**config.mk**
```make
export PLATFORM = sky130hd
export DESIGN_NAME = rbf_divider
export DESIGN_NICKNAME = d
export VERILOG_FILES = /design/src/rtl/rgba_box_filter_downscale_defines.svh /design/src/rtl/rbf_pkg.sv /design/src/rtl/rbf_divider.sv
export SDC_FILE = /design/constraint.sdc
export NUM_CORES = 1
export LEC_CHECK = 0
export BUFFER_PORTS_ARGS = -buffer_cell sky130_fd_sc_hd__buf_4
export CAP_MARGIN = 20
export CORE_MARGIN = 1
export CORE_UTILIZATION = 45
export DETAILED_ROUTE_END_ITERATION = 12
export PLACE_DENSITY_LB_ADDON = 0.12
export SLEW_MARGIN = 10
export SYNTH_ARGS = -nofsm -noshare
export SYNTH_HDL_FRONTEND = slang
export SYNTH_SLANG_ARGS = --single-unit
```
**constraint.sdc**
```tcl
create_clock -name aclk -period 3.48 [get_ports aclk]
set_input_delay 0.522 -clock aclk [delete_from_list [all_inputs] [get_ports aclk]]
set_output_delay 0.522 -clock aclk [all_outputs]
set_load 0.05 [all_outputs]
```
**src/rtl/rgba_box_filter_downscale_defines.svh**
```systemverilog
// Assertion macros shared by the downscaler RTL.
// No dependencies.
`ifndef RGBA_BOX_FILTER_DOWNSCALE_DEFINES_SVH
`define RGBA_BOX_FILTER_DOWNSCALE_DEFINES_SVH
// implication checked on every clock edge outside reset
`define RBF_ASSERT_IMP(label, clk, rstn, ante, cons) \
    label: assert property (@(posedge clk) disable iff (!rstn) (ante) |-> (cons)) \
        else $error("check failed");
// next-cycle implication
`define RBF_ASSERT_NEXT(label, clk, rstn, ante, cons) \
    label: assert property (@(posedge clk) disable iff (!rstn) (ante) |=> (cons)) \
        else $error("check failed");
`endif

```
**src/rtl/rbf_pkg.sv**
```systemverilog
// Package for the RGBA box-filter downscaler: constants, types and codes.
// No dependencies.
`default_nettype none
package rbf_pkg;
    localparam int MAX_SRC_WIDTH  = 4096;
    localparam int MAX_SRC_HEIGHT = 4096;
    localparam int CHANNELS = 4;
    localparam int DIM_W = 13;
    localparam int POS_W = 12;
    // channel sum: up to 4096*4096*255 fits in 32 bits
    localparam int SUM_W = 32;

    localparam logic [1:0] MODE_OFF  = 2'd0;
    localparam logic [1:0] MODE_PASS = 2'd1;
    localparam logic [1:0] MODE_DOWN = 2'd2;

    localparam logic [1:0] REG_SRC_WIDTH  = 2'd0;
    localparam logic [1:0] REG_SRC_HEIGHT = 2'd1;
    localparam logic [1:0] REG_MAX_EDGE   = 2'd2;

    typedef logic [CHANNELS-1:0][7:0] pix_t;
    typedef logic [CHANNELS-1:0][SUM_W-1:0] sums_t;
endpackage
`default_nettype wire

```
**src/rtl/rbf_divider.sv**
```systemverilog
// Radix-2 restoring divider, one quotient bit per cycle.
// Depends on rbf_pkg.
`default_nettype none
module rbf_divider import rbf_pkg::*; #(
    parameter int NUM_W = 32,
    parameter int DEN_W = 26
) (
    input  wire logic             aclk,
    input  wire logic             aresetn,
    input  wire logic             start,
    input  wire logic [NUM_W-1:0] num,
    input  wire logic [DEN_W-1:0] den,
    output logic                  busy,
    output logic                  done,
    output logic [NUM_W-1:0]      quo
);
    localparam int CNT_W = $clog2(NUM_W + 1);
    logic [NUM_W-1:0] q_reg;
    logic [DEN_W:0]   r_reg;
    logic [DEN_W-1:0] d_reg;
    logic [CNT_W-1:0] cnt_reg;
    logic             busy_reg, done_reg;
    logic [DEN_W:0]   trial;
    logic [DEN_W:0]   diff;

    // shift in next numerator bit and try a subtract
    always_comb begin
        trial = {r_reg[DEN_W-1:0], q_reg[NUM_W-1]};
        diff  = trial - {1'b0, d_reg};
    end

    always_ff @(posedge aclk) begin
        if (!aresetn) begin
            busy_reg <= 1'b0;
            done_reg <= 1'b0;
            cnt_reg  <= '0;
        end else begin
            done_reg <= 1'b0;
            if (start) begin
                busy_reg <= 1'b1;
                cnt_reg  <= CNT_W'(NUM_W);
                q_reg    <= num;
                r_reg    <= '0;
                d_reg    <= den;
            end else if (busy_reg) begin
                if (!diff[DEN_W]) begin
                    r_reg <= diff;
                    q_reg <= {q_reg[NUM_W-2:0], 1'b1};
                end else begin
                    r_reg <= trial;
                    q_reg <= {q_reg[NUM_W-2:0], 1'b0};
                end
                cnt_reg <= cnt_reg - 1'b1;
                if (cnt_reg == CNT_W'(1)) begin
                    busy_reg <= 1'b0;
                    done_reg <= 1'b1;
                end
            end
        end
    end
    assign busy = busy_reg;
    assign done = done_reg;
    assign quo  = q_reg;
endmodule
`default_nettype wire

```
### Word level (Yosys, flattened, before mapping)

Index checks and enable logic that the tools add are counted.
W data, S select, Z words.

* register bits after elaboration: 92
* bits of input ports: 61
* logic and storage cells: 28
* output and inout port bits: 34

* add/subtract/negate cells: 2
* multiplexer cells: 11
* bitwise operators: 2
* reductions and logical operators: 5
* equality and inequality tests: 1

Operators with widths (number)
* $mux W32: 2
* $mux W26: 2
* $sub A27 B26 Y27: 1
* $mux W6: 2
* $eq A6 B1 Y1 const B: 1
* $sub A6 B1 Y6 const B: 1
* $mux W1: 5
* $reduce_and A2 Y1: 2
* $reduce_or A3 Y1: 1
* $not A1 Y1: 2
* $reduce_bool A2 Y1: 1
* $reduce_or A2 Y1: 1

### Depth between registers and ports, before layout

* depth after elaboration: 4
* depth in mapped cells: 15
* gate-level depth less buffers: 13

### Worst setup path before layout

Ideal clock, no wire load.

* path kind: reg2reg
* from: reg q_reg[31] (netlist: quo[31])
* to: reg r_reg[14] (data pin)
* stages on the path, launching flop included: 15
* path buffers: 1
* arrival time: 2.972 ns
* path slack: 0.253 ns
* setup time: 0.255 ns
* cells stage by stage: edfxtp_1 inv_1 ha_1 inv_1 fa_1 a21oi_1 nor3_2 nor4_2 o31ai_2 o2111ai_2 nand3_1 and3_1 buf_6 and2_1 o21ba_1

* longest elaborated chain between the ends: 3

RTL lines
* start: declaration: line rbf_divider.sv:18 `logic [NUM_W-1:0] q_reg;`
* start signal: assignment: line rbf_divider.sv:42 `q_reg <= num;`
* start signal: assignment: line rbf_divider.sv:48 `q_reg <= {q_reg[NUM_W-2:0], 1'b1};`
* start signal: assignment: line rbf_divider.sv:51 `q_reg <= {q_reg[NUM_W-2:0], 1'b0};`
* $sub A27 B26 Y27: line rbf_divider.sv:29 `diff = trial - {1'b0, d_reg};`
* $mux W26: line rbf_divider.sv:46 `if (!diff[DEN_W]) begin`
* $mux W26: line rbf_divider.sv:45 `end else if (busy_reg) begin`
* end signal: assignment: line rbf_divider.sv:47 `r_reg <= diff;`
* end signal: assignment: line rbf_divider.sv:50 `r_reg <= trial;`
* end: declaration: line rbf_divider.sv:19 `logic [DEN_W:0] r_reg;`

Every way passes these cells. The select of a mux whose other input is x is not followed.
A chain may end at the register's enable or synchronous reset.

### Worst setup path in the final report

* from: reg r_reg[6]
* to: reg r_reg[14] (data pin)

* longest elaborated chain between the ends: 3

RTL lines (line)
* $sub A27 B26 Y27: rbf_divider.sv:29
* $mux W26: rbf_divider.sv:46
* $mux W26: rbf_divider.sv:45

Every way passes these cells. The select of a mux whose other input is x is not followed.

==> results.md <==
* Power Density at 510 mW/mm^2
* Global-route wire length before repair at 17600 um
* FFs w/ async S/R, synth at 0%
* Hold_buf cts at 0
* RSZ-0062 raised after global routing: no
* Fillers at 949
* Largest cells by area after synthesis: edfxtp_1 (49%), ha_1 (6.9%), mux2_2 (6.8%)
* Share of power burned in registers at 42.8%
* Routability congestion estimate at 0.828
* Layout Utilization at 57.4%
* Max FFs per register at 32
* Setup crit start kind: register
* Leakage power total at 2.63 nW
* Average wire per standard cell at 15.5 um
* PortBufs at 94
* Full die area at 0.0118 sq mm
* P_int at 2.21 mW
* Yosys warns at 0
* Max VDD drop at 341 uV
* Largest area contributor in the netlist: edfxtp_1
* H-tree depth at 3
* Initial drt markers at 142
* Rows at 38
* Slowest stage delay, CP at 0.41 ns
* CTS tree: done
* Crit Path Max Fanout at 13
* DRC Markers at 0
* Clock skew at 0.00816 ns
* Clock-pin slew on the worst setup and hold paths at 0.07 ns
* Final setup fails at 0
* Syn Inst Count at 446
* DRT Wirelength at 10700 um
* Comb power frac at 28.8%
* Critical path endpoint category: register
* NetSw at 0.992 mW
* Die Wd at 109 um
* Min-delay worst type: input port to register
* Critical Path RT at 3.58 ns
* IO Pins at 95
* Num CTS Buffers at 9
* Final Hold Vio Count at 0
* Synth Register Bits at 92
* Clock Power Share at 28.3%
* Fmax at 307 MHz
* CP bufs+invs at 1
* Clock Latency Late Sink at 0.35 ns
* Core area at 0.0109 sq mm
* Sw frac at 30.9%
* Final Cycle Share at 93.6%
* Critical path type: register to register
* Grt ovf at 0
* Status: complete, no violations
* Nets at 637
* Layout cells sized above 1 at 29.5%
* Synth Flop Type: edfxtp_1
* Final min period at 3.26 ns
* Layout Area Growth over Synthesis at 22.9%
* Vias at 3666
* Post-synth top cells: edfxtp_1 (84), nor2_1 (39), nand2_1 (36)
* Pins Over Slew Limit at 0
* Routed vias/inst at 5.30
* Slowest CP cell: edfxtp_1
* Critical path's top delay family: compound AO/OA/AOI/OAI gates
* Diodes inserted at 0
* Mean Syn Cell Area at 11.5 sq um
* Tightest Pin Transition at 0.767 ns
* Most common cell in the netlist: edfxtp_1
* Netlist area before placement at 0.00511 sq mm
* Antenna violations before repair at 0
* Remaining antenna violation count after routing at 0
* Critical Path, Cell by Cell: ha_1, a21o_1, a221o_1, nor4_2, o31ai_2, o2111ai_2, nand3_1, and3_2, buf_4, and2_1, o21ba_1
* Initial core utilization at 46.7%
* Distinct cell type count after synthesis at 58
* Overall die height at 109 um
* Setup_tns at 0 ns
* Total GRT Usage at 19.7%
* Max cap viols at 0
* CTS max path bufs at 2
* Pin count of the biggest net entering global routing at 63
* CP arrival at 3.36 ns
* DR pass1 iterations at 4
* Mapped Nets at 536
* Number of global-route vias before repair at 3743
* Root Buffer: clkbuf_16
* Post-DP HPWL at 7600 um
* Overall Power at 3.20 mW
* TritonCTS Sinks at 92
* EDFF count, synth at 84
* Max_slew headroom at 48.8%
* Sequential area share after synthesis at 52.5%
* Area fraction of the dominant cell type after synthesis at 49.4%
* Post-CTS setup repair buffer count at 0
-- final cells by class --
type / instances / area [sq um] / share of cell area [%]
Multi-Input combinational cell: 309 / 2230 / 35.5
Tap cell: 140 / 175 / 2.79
Clock buffer: 12 / 236 / 3.77
Clock inverter: 4 / 28.8 / 0.458
Sequential cell: 92 / 2680 / 42.7
Inverter: 33 / 124 / 1.97
Timing Repair Buffer: 102 / 803 / 12.8
-- per-layer routing --
metal / up-vias / track usage [%] / wire length, um
met5: - / 0 / 0
met2: 101 / 32.3 / 4960
met1: 1735 / 23.6 / 4760
li1: 1818 / - / -
met3: 12 / 7.84 / 829
met4: 0 / 6.66 / 153
-- layout by cell type (no fill, tap or decap), types with 8 or more instances in the layout --
cell type / Yosys / routed
nand2_1: 36 / 36
ha_1: 28 / 28
nand2b_1: 10 / 10
xnor2_1: 15 / 15
buf_4: 2 / 99
a21o_1: 9 / 9
inv_1: 33 / 33
edfxtp_1: 84 / 84
a21oi_1: 35 / 34
clkbuf_16: 0 / 9
mux2_2: 31 / 31
nor2_1: 39 / 39
dfxtp_1: 8 / 8
mux2i_1: 11 / 11
o21ai_0: 11 / 11
-- cell families after synthesis --
logic type | synth area share, %
simple gates | 12.7
flops | 52.5
compound gates | 10.9
buf+inv | 3.97
mux | 8.99
fa+ha+maj | 7.25
xor+xnor | 3.77
-- per-stage QoR --
stage	setup WS, ns	hold WS (ns)	instances	cell area [sq um]
after global routing	0.00680	0.326	692	6280
after CTS	0.0434	0.330	692	6280
after global placement	0.109	0.477	676	6010
after detailed placement	-0.0255	0.490	676	6010
final	0.223	0.344	692	6280
after floorplan	0.253	0.468	446	5110
-- worst reg2reg max path, stage by stage (launching register included) --
cell	delay, ns
edfxtp_1	0.41
ha_1	0.38
a21o_1	0.18
a221o_1	0.34
nor4_2	0.37
o31ai_2	0.16
o2111ai_2	0.20
nand3_1	0.13
and3_2	0.31
buf_4	0.18
and2_1	0.15
o21ba_1	0.18
-- what timing repair did --
item,in CTS,in global routing
endpoints found under the setup margin,5,23
cloned,0,0
resized for setup,1,1
pin swaps,0,1
-- power groups by stage --
stage / clock network (mW) / logic, mW / registers, mW
6_report: 0.907 / 0.924 / 1.37
5_1_grt: 0.974 / 1.02 / 1.38
4_1_cts: 0.933 / 0.926 / 1.37
3_5_place_dp: 0 / 0.923 / 1.39
3_3_place_gp: 0 / 0.904 / 1.39
2_1_floorplan: 0 / 0.607 / 1.47
-- path summary, 6_finish.rpt --
path	from	to	slack (ns)	depth (start not counted)
worst max-delay path	r_reg[6]$_SDFFCE_PP0P_	r_reg[14]$_SDFFCE_PP0P_	0.22	11
worst min-delay path	den[21]	d_reg[21]$_DFFE_PP_	0.34	1
worst max register to register	r_reg[6]$_SDFFCE_PP0P_	r_reg[14]$_SDFFCE_PP0P_	0.22	11
worst min register to register	cnt_reg[1]$_SDFFE_PP0P_	cnt_reg[1]$_SDFFE_PP0P_	0.50	2
Power figures use the tool's default switching activity.
