### src/rtl/rgba_box_filter_downscale_defines.svh
// Assertion macros shared by the downscaler RTL.
// No dependencies.
`ifndef RGBA_BOX_FILTER_DOWNSCALE_DEFINES_SVH
`define RGBA_BOX_FILTER_DOWNSCALE_DEFINES_SVH
// implication checked on every clock edge outside reset
`define RBF_ASSERT_IMP(label, clk, rstn, ante, cons) \
    label: assert property (@(posedge clk) disable iff (!rstn) (ante) |-> (cons)) \
        else $error("check failed");
// next-cycle implication
`define RBF_ASSERT_NEXT(label, clk, rstn, ante, cons) \
    label: assert property (@(posedge clk) disable iff (!rstn) (ante) |=> (cons)) \
        else $error("check failed");
`endif

### src/rtl/rbf_pkg.sv
// Package for the RGBA box-filter downscaler: constants, types and codes.
// No dependencies.
`default_nettype none
package rbf_pkg;
    localparam int MAX_SRC_WIDTH  = 4096;
    localparam int MAX_SRC_HEIGHT = 4096;
    localparam int CHANNELS = 4;
    localparam int DIM_W = 13;
    localparam int POS_W = 12;
    // channel sum: up to 4096*4096*255 fits in 32 bits
    localparam int SUM_W = 32;

    localparam logic [1:0] MODE_OFF  = 2'd0;
    localparam logic [1:0] MODE_PASS = 2'd1;
    localparam logic [1:0] MODE_DOWN = 2'd2;

    localparam logic [1:0] REG_SRC_WIDTH  = 2'd0;
    localparam logic [1:0] REG_SRC_HEIGHT = 2'd1;
    localparam logic [1:0] REG_MAX_EDGE   = 2'd2;

    typedef logic [CHANNELS-1:0][7:0] pix_t;
    typedef logic [CHANNELS-1:0][SUM_W-1:0] sums_t;
endpackage
`default_nettype wire

### src/rtl/rbf_divider.sv
// Radix-2 restoring divider, one quotient bit per cycle.
// Depends on rbf_pkg.
`default_nettype none
module rbf_divider import rbf_pkg::*; #(
    parameter int NUM_W = 32,
    parameter int DEN_W = 26
) (
    input  wire logic             aclk,
    input  wire logic             aresetn,
    input  wire logic             start,
    input  wire logic [NUM_W-1:0] num,
    input  wire logic [DEN_W-1:0] den,
    output logic                  busy,
    output logic                  done,
    output logic [NUM_W-1:0]      quo
);
    localparam int CNT_W = $clog2(NUM_W + 1);
    logic [NUM_W-1:0] q_reg;
    logic [DEN_W:0]   r_reg;
    logic [DEN_W-1:0] d_reg;
    logic [CNT_W-1:0] cnt_reg;
    logic             busy_reg, done_reg;
    logic [DEN_W:0]   trial;
    logic [DEN_W:0]   diff;

    // shift in next numerator bit and try a subtract
    always_comb begin
        trial = {r_reg[DEN_W-1:0], q_reg[NUM_W-1]};
        diff  = trial - {1'b0, d_reg};
    end

    always_ff @(posedge aclk) begin
        if (!aresetn) begin
            busy_reg <= 1'b0;
            done_reg <= 1'b0;
            cnt_reg  <= '0;
        end else begin
            done_reg <= 1'b0;
            if (start) begin
                busy_reg <= 1'b1;
                cnt_reg  <= CNT_W'(NUM_W);
                q_reg    <= num;
                r_reg    <= '0;
                d_reg    <= den;
            end else if (busy_reg) begin
                if (!diff[DEN_W]) begin
                    r_reg <= diff;
                    q_reg <= {q_reg[NUM_W-2:0], 1'b1};
                end else begin
                    r_reg <= trial;
                    q_reg <= {q_reg[NUM_W-2:0], 1'b0};
                end
                cnt_reg <= cnt_reg - 1'b1;
                if (cnt_reg == CNT_W'(1)) begin
                    busy_reg <= 1'b0;
                    done_reg <= 1'b1;
                end
            end
        end
    end
    assign busy = busy_reg;
    assign done = done_reg;
    assign quo  = q_reg;
endmodule
`default_nettype wire

### src/rtl/rbf_lane.sv
// One channel lane: mean division of a block sum by its pixel count.
// Depends on rbf_pkg and rbf_divider.
`default_nettype none
module rbf_lane import rbf_pkg::*; (
    input  wire logic             aclk,
    input  wire logic             aresetn,
    input  wire logic             start,
    input  wire logic [SUM_W-1:0] sum,
    input  wire logic [2*DIM_W-1:0] count,
    output logic                  done,
    output logic [7:0]            mean
);
    logic [SUM_W-1:0] quo;
    logic             busy;

    rbf_divider #(.NUM_W(SUM_W), .DEN_W(2*DIM_W)) u_div (
        .aclk(aclk), .aresetn(aresetn), .start(start), .num(sum), .den(count),
        .busy(busy), .done(done), .quo(quo)
    );
    // mean of 8-bit samples never exceeds 255; mean reads zero while busy
    assign mean = busy ? 8'd0 : quo[7:0];
endmodule
`default_nettype wire
### config.mk
export PLATFORM = sky130hd
export DESIGN_NAME = rbf_lane
export DESIGN_NICKNAME = d
export VERILOG_FILES = /design/src/rtl/rgba_box_filter_downscale_defines.svh /design/src/rtl/rbf_pkg.sv /design/src/rtl/rbf_divider.sv /design/src/rtl/rbf_lane.sv
export SDC_FILE = /design/constraint.sdc
export NUM_CORES = 1
export LEC_CHECK = 0
export ABC_AREA = 1
export BUFFER_PORTS_ARGS = -buffer_cell sky130_fd_sc_hd__buf_2
export CORE_ASPECT_RATIO = 1.1
export CORE_MARGIN = 2
export CORE_UTILIZATION = 60
export CTS_BUF_LIST = sky130_fd_sc_hd__clkbuf_4 sky130_fd_sc_hd__clkbuf_8
export DETAILED_ROUTE_END_ITERATION = 8
export GPL_TIMING_DRIVEN = 1
export HOLD_SLACK_MARGIN = 0.12
export PLACE_DENSITY = 0.82
export SYNTH_ARGS = -nofsm -noshare
export SYNTH_HDL_FRONTEND = slang
export SYNTH_HIERARCHICAL = 1
export SYNTH_SLANG_ARGS = --single-unit
### constraint.sdc
create_clock -name aclk -period 3.15 [get_ports aclk]
set_clock_uncertainty 0.15 [all_clocks]
set_input_delay 0.63 -clock aclk [delete_from_list [all_inputs] [get_ports aclk]]
set_output_delay 0.63 -clock aclk [all_outputs]
set_load 0.02 [all_outputs]
After elaboration in Yosys (flattened, before gate mapping)
Index checks and enable logic that the tools add are counted.
{"block": "op_classes", "addsub": 2, "n_lt_le_gt_ge": 0, "multipliers": 0, "shifts": 0, "bitwise_logic": 2, "div_mod_pow": 0, "reduce_logical": 5, "n_eq_ne": 1, "muxes": 12}
{"op": "2-to-1 mux 32 bit", "n": 2}
{"op": "2-to-1 mux 26 bit", "n": 2}
{"op": "subtractor 27 x 26 -> 27 bit", "n": 1}
{"op": "2-to-1 mux 6 bit", "n": 2}
{"op": "2-to-1 mux 8 bit", "n": 1}
{"op": "== test 6 x 1 -> 1 bit (second input constant)", "n": 1}
{"op": "subtractor 6 x 1 -> 6 bit (second input constant)", "n": 1}
{"op": "2-to-1 mux 1 bit", "n": 5}
{"op": "AND reduction 2 bit", "n": 2}
{"op": "OR reduction 3 bit", "n": 1}
{"op": "inverter 1 bit", "n": 2}
{"op": "nonzero test 2 bit", "n": 1}
{"op": "OR reduction 2 bit", "n": 1}
{"block": "totals", "mem_bits_rw": 0, "input_bits": 61, "register_bits": 92, "rom_bits": 0, "mem_count": 0, "elab_cells": 29, "latch_bits": 0, "out_inout_bits": 9}

Longest topological paths before layout
Gate-level depths: netlist (run 1).
{"block": "logic_depth", "depth_word": 4, "ltp_mapped": 16, "ltp_nobuf": 15}

Hierarchy
Netlist (run 1), hierarchy kept.
{"module": "rbf_divider", "instances": 1, "seq_area_each_um2": 2682.6, "cells_each": 786, "area_per_inst_um2": 5874.4}
{"module": "rbf_lane", "instances": 1, "seq_area_each_um2": 0.0, "cells_each": 17, "area_per_inst_um2": 71.3}

Worst setup path after synthesis (run 1)
Ideal clock, no wire load.
{"block": "synth_path", "path_type": "input to register", "startpoint": "input start", "endpoint": "register u_div.q_reg[0], in the netlist u_div/quo[0] (enable)", "setup_ns": 0.417, "n_path_buf": 1, "arrival_time_ns": 2.213, "setup_slack_ns": 0.370, "cell_stages": 3, "path_cell_list": "clkbuf_1 > nand2_1 > nand2_1"}
{"block": "synth_via", "elab_chain_cells": 2}
{"element": "from (decl)", "line": "rbf_lane.sv:7", "text": "input wire logic start,"}
{"element": "nonzero test 2 bit (no source line)"}
{"element": "AND reduction 2 bit (no source line)"}
{"element": "to (signal assigned)", "line": "rbf_divider.sv:42", "text": "q_reg <= num;"}
{"element": "to (signal assigned)", "line": "rbf_divider.sv:48", "text": "q_reg <= {q_reg[NUM_W-2:0], 1'b1};"}
{"element": "to (signal assigned)", "line": "rbf_divider.sv:51", "text": "q_reg <= {q_reg[NUM_W-2:0], 1'b0};"}
{"element": "to (decl)", "line": "rbf_divider.sv:18", "text": "logic [NUM_W-1:0] q_reg;"}
No other way between the ends.
A chain may end at the register's enable or synchronous reset.

Worst setup path after layout (run 1)
{"block": "layout_path", "startpoint": "register u_div.q_reg[31], in the netlist u_div/quo[31]", "endpoint": "register u_div.r_reg[15] (data pin)"}
{"block": "layout_via", "elab_chain_cells": 3}
{"element": "subtractor 27 x 26 -> 27 bit", "line": "rbf_divider.sv:29", "text": "diff = trial - {1'b0, d_reg};"}
{"element": "2-to-1 mux 26 bit", "line": "rbf_divider.sv:46", "text": "if (!diff[DEN_W]) begin"}
{"element": "2-to-1 mux 26 bit", "line": "rbf_divider.sv:45", "text": "end else if (busy_reg) begin"}
{"element": "to (signal assigned)", "line": "rbf_divider.sv:47", "text": "r_reg <= diff;"}
{"element": "to (signal assigned)", "line": "rbf_divider.sv:50", "text": "r_reg <= trial;"}
{"element": "to (decl)", "line": "rbf_divider.sv:19", "text": "logic [DEN_W:0] r_reg;"}
No other way between the ends. The select of a mux whose other input is x is not followed.

==> summary.md, run 1 <==
| Metric | Value |
|---|---|
| Worst setup EP type | `flip-flop` |
| Slew Viols, Final | `0` |
| Post-Syn Nets | `893` |
| Post-CTS setup buffer count | `0` |
| Max reg flops | `32` |
| Max-cap violation count | `0` |
| CTS root buffer | `clkbuf_8` |
| Status | `finished clean` |
| Register area share after synthesis | `0.451` |
| Most frequent cells in the layout | `nand2_1, inv_1, nor2_1` |
| Dpl cells | `984` |
| Yosys reg bits | `92` |
| Clk pin slew, worst setup/hold paths | `0.11 ns` |
| Synth-to-layout area growth | `11.3%` |
| Via count | `5022` |
| CTS tree | `done` |
| # rows | `38` |
| Clock buffer depth | `2` |
| Gr usage total | `0.249` |
| Dpl ws | `0.575 ns` |
| Worst Path Required | `3.14 ns` |
| Final design utilization | `0.679` |
| R2r endpoint | `u_div/r_reg[15]$_SDFFCE_PP0P_` |
| Final min period | `2.60 ns` |
| Initial antenna violation count | `0` |
| Post-DP HPWL | `9.60 mm` |
| Inserted Diodes | `0` |
| Crit path launch type | `flip-flop` |
| Avg Cell Area, Syn | `7.40 um^2` |
| Dpl cell area | `6390 um^2` |
| Peak Freq | `0.385 GHz` |
| Placer Congestion | `0.955` |
| CP Max Fanout | `32` |
| FF-to-FF Start | `u_div/quo[31]$_DFFE_PP_` |
| Pin count of the biggest net entering global routing | `35` |
| Power density cells | `550 nW/um^2` |
| Final worst slack | `0.550 ns` |
| Measured slew at the worst slew-check pin | `0.550 ns` |
| Initial Util | `0.610` |
| TritonCTS Buffers | `9` |
| Antenna Nets Post-Route | `0` |
| Vias in the first global route | `4998` |
| Drt total wl | `12.3 mm` |
| Post-CTS Hold Fix Bufs | `0` |
| Synth Flop Type | `edfxtp_1` |
| Peak supply drop | `0.394 mV` |
| # resized after CTS | `0` |
| RSZ-0062 raised after global routing | `no` |
| Worst hold endpoint | `u_div/d_reg[7]$_DFFE_PP_` |
| Remaining DRCs | `0` |
| Cell area after layout | `6620 um^2` |
| Worst Reg-to-Reg Cells | `12` |
| Hold WS | `0.266 ns` |
| Worst rel slew slack | `0.631` |
| Die area | `10700 um^2` |
| Hold Fails Final Rpt | `0` |
| Synth warn | `6` |
| Avg WL per Cell | `12.3 um` |
| Crit path kind | `flip-flop to flip-flop` |
| Yosys cell types | `34` |
| # port buffers | `69` |
| HP Start | `count[7]` |
| Post-synth EDFFs | `84` |
| Ports | `70` |
| Core area | `9750 um^2` |
| Ys async rst share | `0` |
| Die Span Y | `108 um` |
| Gr ovfl total | `0` |
| Layout cells sized above 1 | `0.136` |
| # nets final | `965` |
| Power, Total | `3.64 mW` |
| Flop2flop setup slack | `0.55 ns` |
| Die extent in x | `98.9 um` |
| Fin crit share | `0.825` |
| Global-route wire length before repair | `21.4 mm` |
| Post-route setup TNS | `0 ns` |
| Crit path DAT | `2.59 ns` |
| Leak | `3.53 nW` |
| Fin cells | `1000` |
| Synthesized area | `5950 um^2` |
| Clk sinks | `92` |
| Iteration-0 DRC Markers | `261` |
| Vias per std cell | `5.02` |
| Clock Latency Late Sink | `0.38 ns` |
| Commonest non-fill, non-tap cell in the layout | `nand2_1` |
| Worst Hold Depth | `1` |
| Hold Crit Class | `input pin to flip-flop` |
| H-tree depth | `3` |
| Syn Inst Count | `803` |
| DR pass1 iterations | `5` |
| Setup-failing EPs final | `0` |
## critical path: stages (launching register included)
cell      delay [ns]
edfxtp_1        0.41
inv_1           0.07
ha_1            0.13
inv_1           0.08
fa_1            0.44
nand3_1         0.12
nand3_1         0.16
nand2_2         0.14
nand3_2         0.12
nand2_4         0.30
nand2_1         0.11
nand2_1         0.08
nor2_1          0.04
## layout make-up
cell class	count	area, um^2
inverters	145	544
fillers	830	3130
clock buffers	9	124
repair buffers	76	398
clock inverters	7	97.6
well taps	120	150
flip-flops and latches	92	2680
multi-input cells	551	2620
## cell usage after synthesis, drive strengths merged, types with 2 or more instances
cell / n / area (um^2)
ha: 28 / 350
and2: 2 / 12.5
or2: 2 / 12.5
nand3: 27 / 145
nor3b: 3 / 22.5
nor3: 6 / 35.0
a21oi: 19 / 103
clkbuf: 10 / 37.5
nor2: 99 / 399
nand4: 8 / 50.1
edfxtp: 84 / 2520
o21ai: 3 / 15.0
nand2: 331 / 1270
dfxtp: 8 / 160
inv: 144 / 541
buf: 5 / 65.1
xor2: 9 / 78.8
o21bai: 2 / 15.0
nand3b: 2 / 15.0
xnor2: 5 / 43.8
## worst max path at each step
stage                                  startpoint                             to  cells past startpoint
after floorplan                             start         u_div/quo[0]$_DFFE_PP_                      3
after global placement    u_div/quo[31]$_DFFE_PP_  u_div/r_reg[13]$_SDFFCE_PP0P_                     12
after detailed placement  u_div/quo[31]$_DFFE_PP_  u_div/r_reg[15]$_SDFFCE_PP0P_                     12
after CTS                 u_div/quo[31]$_DFFE_PP_  u_div/r_reg[18]$_SDFFCE_PP0P_                     12
after global routing      u_div/quo[31]$_DFFE_PP_  u_div/r_reg[11]$_SDFFCE_PP0P_                     12
final                     u_div/quo[31]$_DFFE_PP_  u_div/r_reg[15]$_SDFFCE_PP0P_                     12
## per-layer routing
metal,track usage,vias to the layer above,wire (um)
met5,0,-,0
met4,0.0939,0,269
met3,0.0530,23,739
met2,0.442,136,6100
met1,0.298,2252,5190
li1,-,2611,-
## report_power, final
part | switching, mW | internal, mW | total (mW)
logic | 0.786 | 0.424 | 1.21
clock network | 0.469 | 0.395 | 0.865
registers | 0.0635 | 1.50 | 1.56
total | 1.32 | 2.32 | 3.64
## logic make-up after synthesis
| group | share of synthesized area |
|---|---|
| AO/OA/AOI/OAI | 0.0261 |
| adder cells (fa/ha/maj) | 0.0623 |
| buffers and inverters | 0.109 |
| flip-flops | 0.451 |
| XOR/XNOR | 0.0206 |
| AND/OR/NAND/NOR | 0.331 |
No activity file was read; power rests on OpenSTA's default activity.
==> run 2: changes to the inputs <==
CORE_UTILIZATION = 55   (was 60)
PLACE_DENSITY = 0.79   (was 0.82)
clock period = 2.24 ns   (was 3.15 ns; I/O delays follow)
==> run 2 against run 1 <==
  * The run now ends with setup timing left
  * Critical path depth unchanged
  * Power increased by 68%
  * Combinational power increased by 130%
  * Count of clock-buffer cells in the layout increased by 1
  * Die area increased by 8.7%
  * Largest power group is now combinational cells
  * Non-clock buffer count increased by 119
  * Hold slack got worse by 0.084 ns
  * Utilization increased by 11 points
  * Critical endpoint is now u_div/r_reg[16]$_SDFFCE_PP0P_
  * Largest cell class is now multi-input combinational cells
  * Via count increased by 15%
  * Setup slack got worse by 0.74 ns
  * Clock power increased by 31%
==> summary.md, run 2 (same netlist as run 1, synthesis figures left out) <==
| Metric | Value |
|---|---|
| Largest stage delay on the critical path | `0.42 ns` |
| Worst setup EP type | `flip-flop` |
| CP max-delay cell | `fa_2` |
| Initial Util | `0.569` |
| DR pass1 iterations | `5` |
| Clock buffer depth | `2` |
| Vias in the first global route | `5379` |
| Hold WS | `0.183 ns` |
| Most frequent cells in the layout | `nand2_1, inv_1, buf_4` |
| Die Span Y | `113 um` |
| CTS tree | `done` |
| # nets final | `1089` |
| Slew Viols, Final | `0` |
| Global-route wire length before repair | `24.6 mm` |
| H-tree depth | `3` |
| Hold Fails Final Rpt | `0` |
| Commonest non-fill, non-tap cell in the layout | `nand2_1` |
| Failing checks | `setup timing` |
| Clk sinks | `92` |
| CP Max Fanout | `8` |
| Iteration-0 DRC Markers | `371` |
| Status | `finished, violations left` |
| RSZ-0062 raised after global routing | `yes` |
| Antenna Nets Post-Route | `0` |
| Dpl ws | `-0.210 ns` |
| Max reg flops | `32` |
| Max-cap violation count | `0` |
| Fin crit share | `1.08` |
| Via count | `5763` |
| Crit path DAT | `2.40 ns` |
| Final worst slack | `-0.186 ns` |
| # port buffers | `69` |
| Die area | `11700 um^2` |
| Remaining DRCs | `0` |
| Crit path kind | `flip-flop to flip-flop` |
| Hold Crit Class | `input pin to flip-flop` |
| Setup-failing EPs final | `27` |
| Core area | `10400 um^2` |
| Gr ovfl total | `0` |
| Fin cells | `1147` |
| TritonCTS Buffers | `9` |
| Avg WL per Cell | `14.0 um` |
| Power density cells | `740 nW/um^2` |
| Layout cells sized above 1 | `0.295` |
| Crit path buffers/inverters | `2` |
| Vias per std cell | `5.02` |
| Gr usage total | `0.271` |
| Cell area after layout | `8260 um^2` |
| Clk pin slew, worst setup/hold paths | `0.11 ns` |
| Placer Congestion | `1.01` |
| Ports | `70` |
| Worst Path Required | `2.22 ns` |
| Final min period | `2.43 ns` |
| Die extent in x | `103 um` |
| Synth-to-layout area growth | `38.9%` |
| Dpl cell area | `7000 um^2` |
| Inserted Diodes | `0` |
| Post-DP HPWL | `10.1 mm` |
| Dpl cells | `1080` |
| Worst path cell trace | `inv_1 -> ha_2 -> inv_2 -> fa_2 -> nand3_2 -> nand3_4 -> nand2_4 -> nand3_4 -> nand2_8 -> nand2_8 -> nor2_1 -> nor2_1` |
| Peak supply drop | `0.414 mV` |
| CTS root buffer | `clkbuf_8` |
| Leak | `4.21 nW` |
| Worst rel slew slack | `0.654` |
| Initial antenna violation count | `0` |
| Drt total wl | `16.0 mm` |
| Crit path launch type | `flip-flop` |
| # rows | `39` |
| Clock Latency Late Sink | `0.38 ns` |
| Peak Freq | `0.412 GHz` |
| Top Family by Delay on Critical Path | `simple AND/OR/NAND/NOR gates` |
| Measured slew at the worst slew-check pin | `0.519 ns` |
| Pin count of the biggest net entering global routing | `46` |
## run 2: power by group
group | switching, mW | internal [mW] | total (mW)
combinational | 1.54 | 1.21 | 2.75
clock | 0.669 | 0.466 | 1.13
sequential | 0.118 | 2.11 | 2.23
total | 2.32 | 3.79 | 6.11
## run 2: final timing paths
check | start | slack (ns) | cells after the start | endpoint
setup / recovery | u_div/quo[31]$_DFFE_PP_ | -0.19 | 12 | u_div/r_reg[16]$_SDFFCE_PP0P_
hold / removal | sum[21] | 0.18 | 3 | u_div/quo[21]$_DFFE_PP_
setup reg to reg | u_div/quo[31]$_DFFE_PP_ | -0.19 | 12 | u_div/r_reg[16]$_SDFFCE_PP0P_
hold reg to reg | u_div/cnt_reg[1]$_SDFFE_PP0P_ | 0.37 | 2 | u_div/cnt_reg[1]$_SDFFE_PP0P_
## run 2: cell type report
type / count / area [um^2]
flip-flops and latches: 92 / 2680
well taps: 143 / 179
clock buffers: 10 / 138
fillers: 691 / 2180
inverters: 145 / 544
clock inverters: 6 / 65.1
repair buffers: 195 / 1410
multi-input cells: 556 / 3240
## run 2: per-layer routing
| metal | vias up | GRT usage | wire length [um] |
|---|---|---|---|
| met1 | 2627 | 0.346 | 6660 |
| met2 | 230 | 0.453 | 7950 |
| met3 | 47 | 0.0303 | 826 |
| met4 | 0 | 0.132 | 601 |
| li1 | 2859 | - | - |
| met5 | - | 0 | 0 |
## run 2: through the flow
stage / power [mW] / setup TNS, ns / util
CTS: 5.80 / -1.48 / 0.757
global route: 6.47 / -6.14 / 0.791
detailed placement: 4.29 / -4.24 / 0.671
finish: 6.11 / -3.42 / 0.791
global placement: 4.26 / -3.09 / 0.671
floorplan: 3.58 / 0 / -
## run 2: worst register-to-register path, cell delays in order, from the launching register on
cell and delay (ns):
edfxtp_1 0.41, inv_1 0.07, ha_2 0.16, inv_2 0.05, fa_2 0.42, nand3_2 0.10
nand3_4 0.09, nand2_4 0.11, nand3_4 0.12, nand2_8 0.17, nand2_8 0.12, nor2_1 0.14
nor2_1 0.06
## run 2: repair_timing
action | in CTS | in global routing
cloned | 5 | 0
endpoints found under the setup margin | 27 | 27
resized for setup | 51 | 58
hold buffers | 26 | 0
setup buffers | 8 | 12
hold endpoints to repair | 26 | 0
pin swaps | 17 | 30
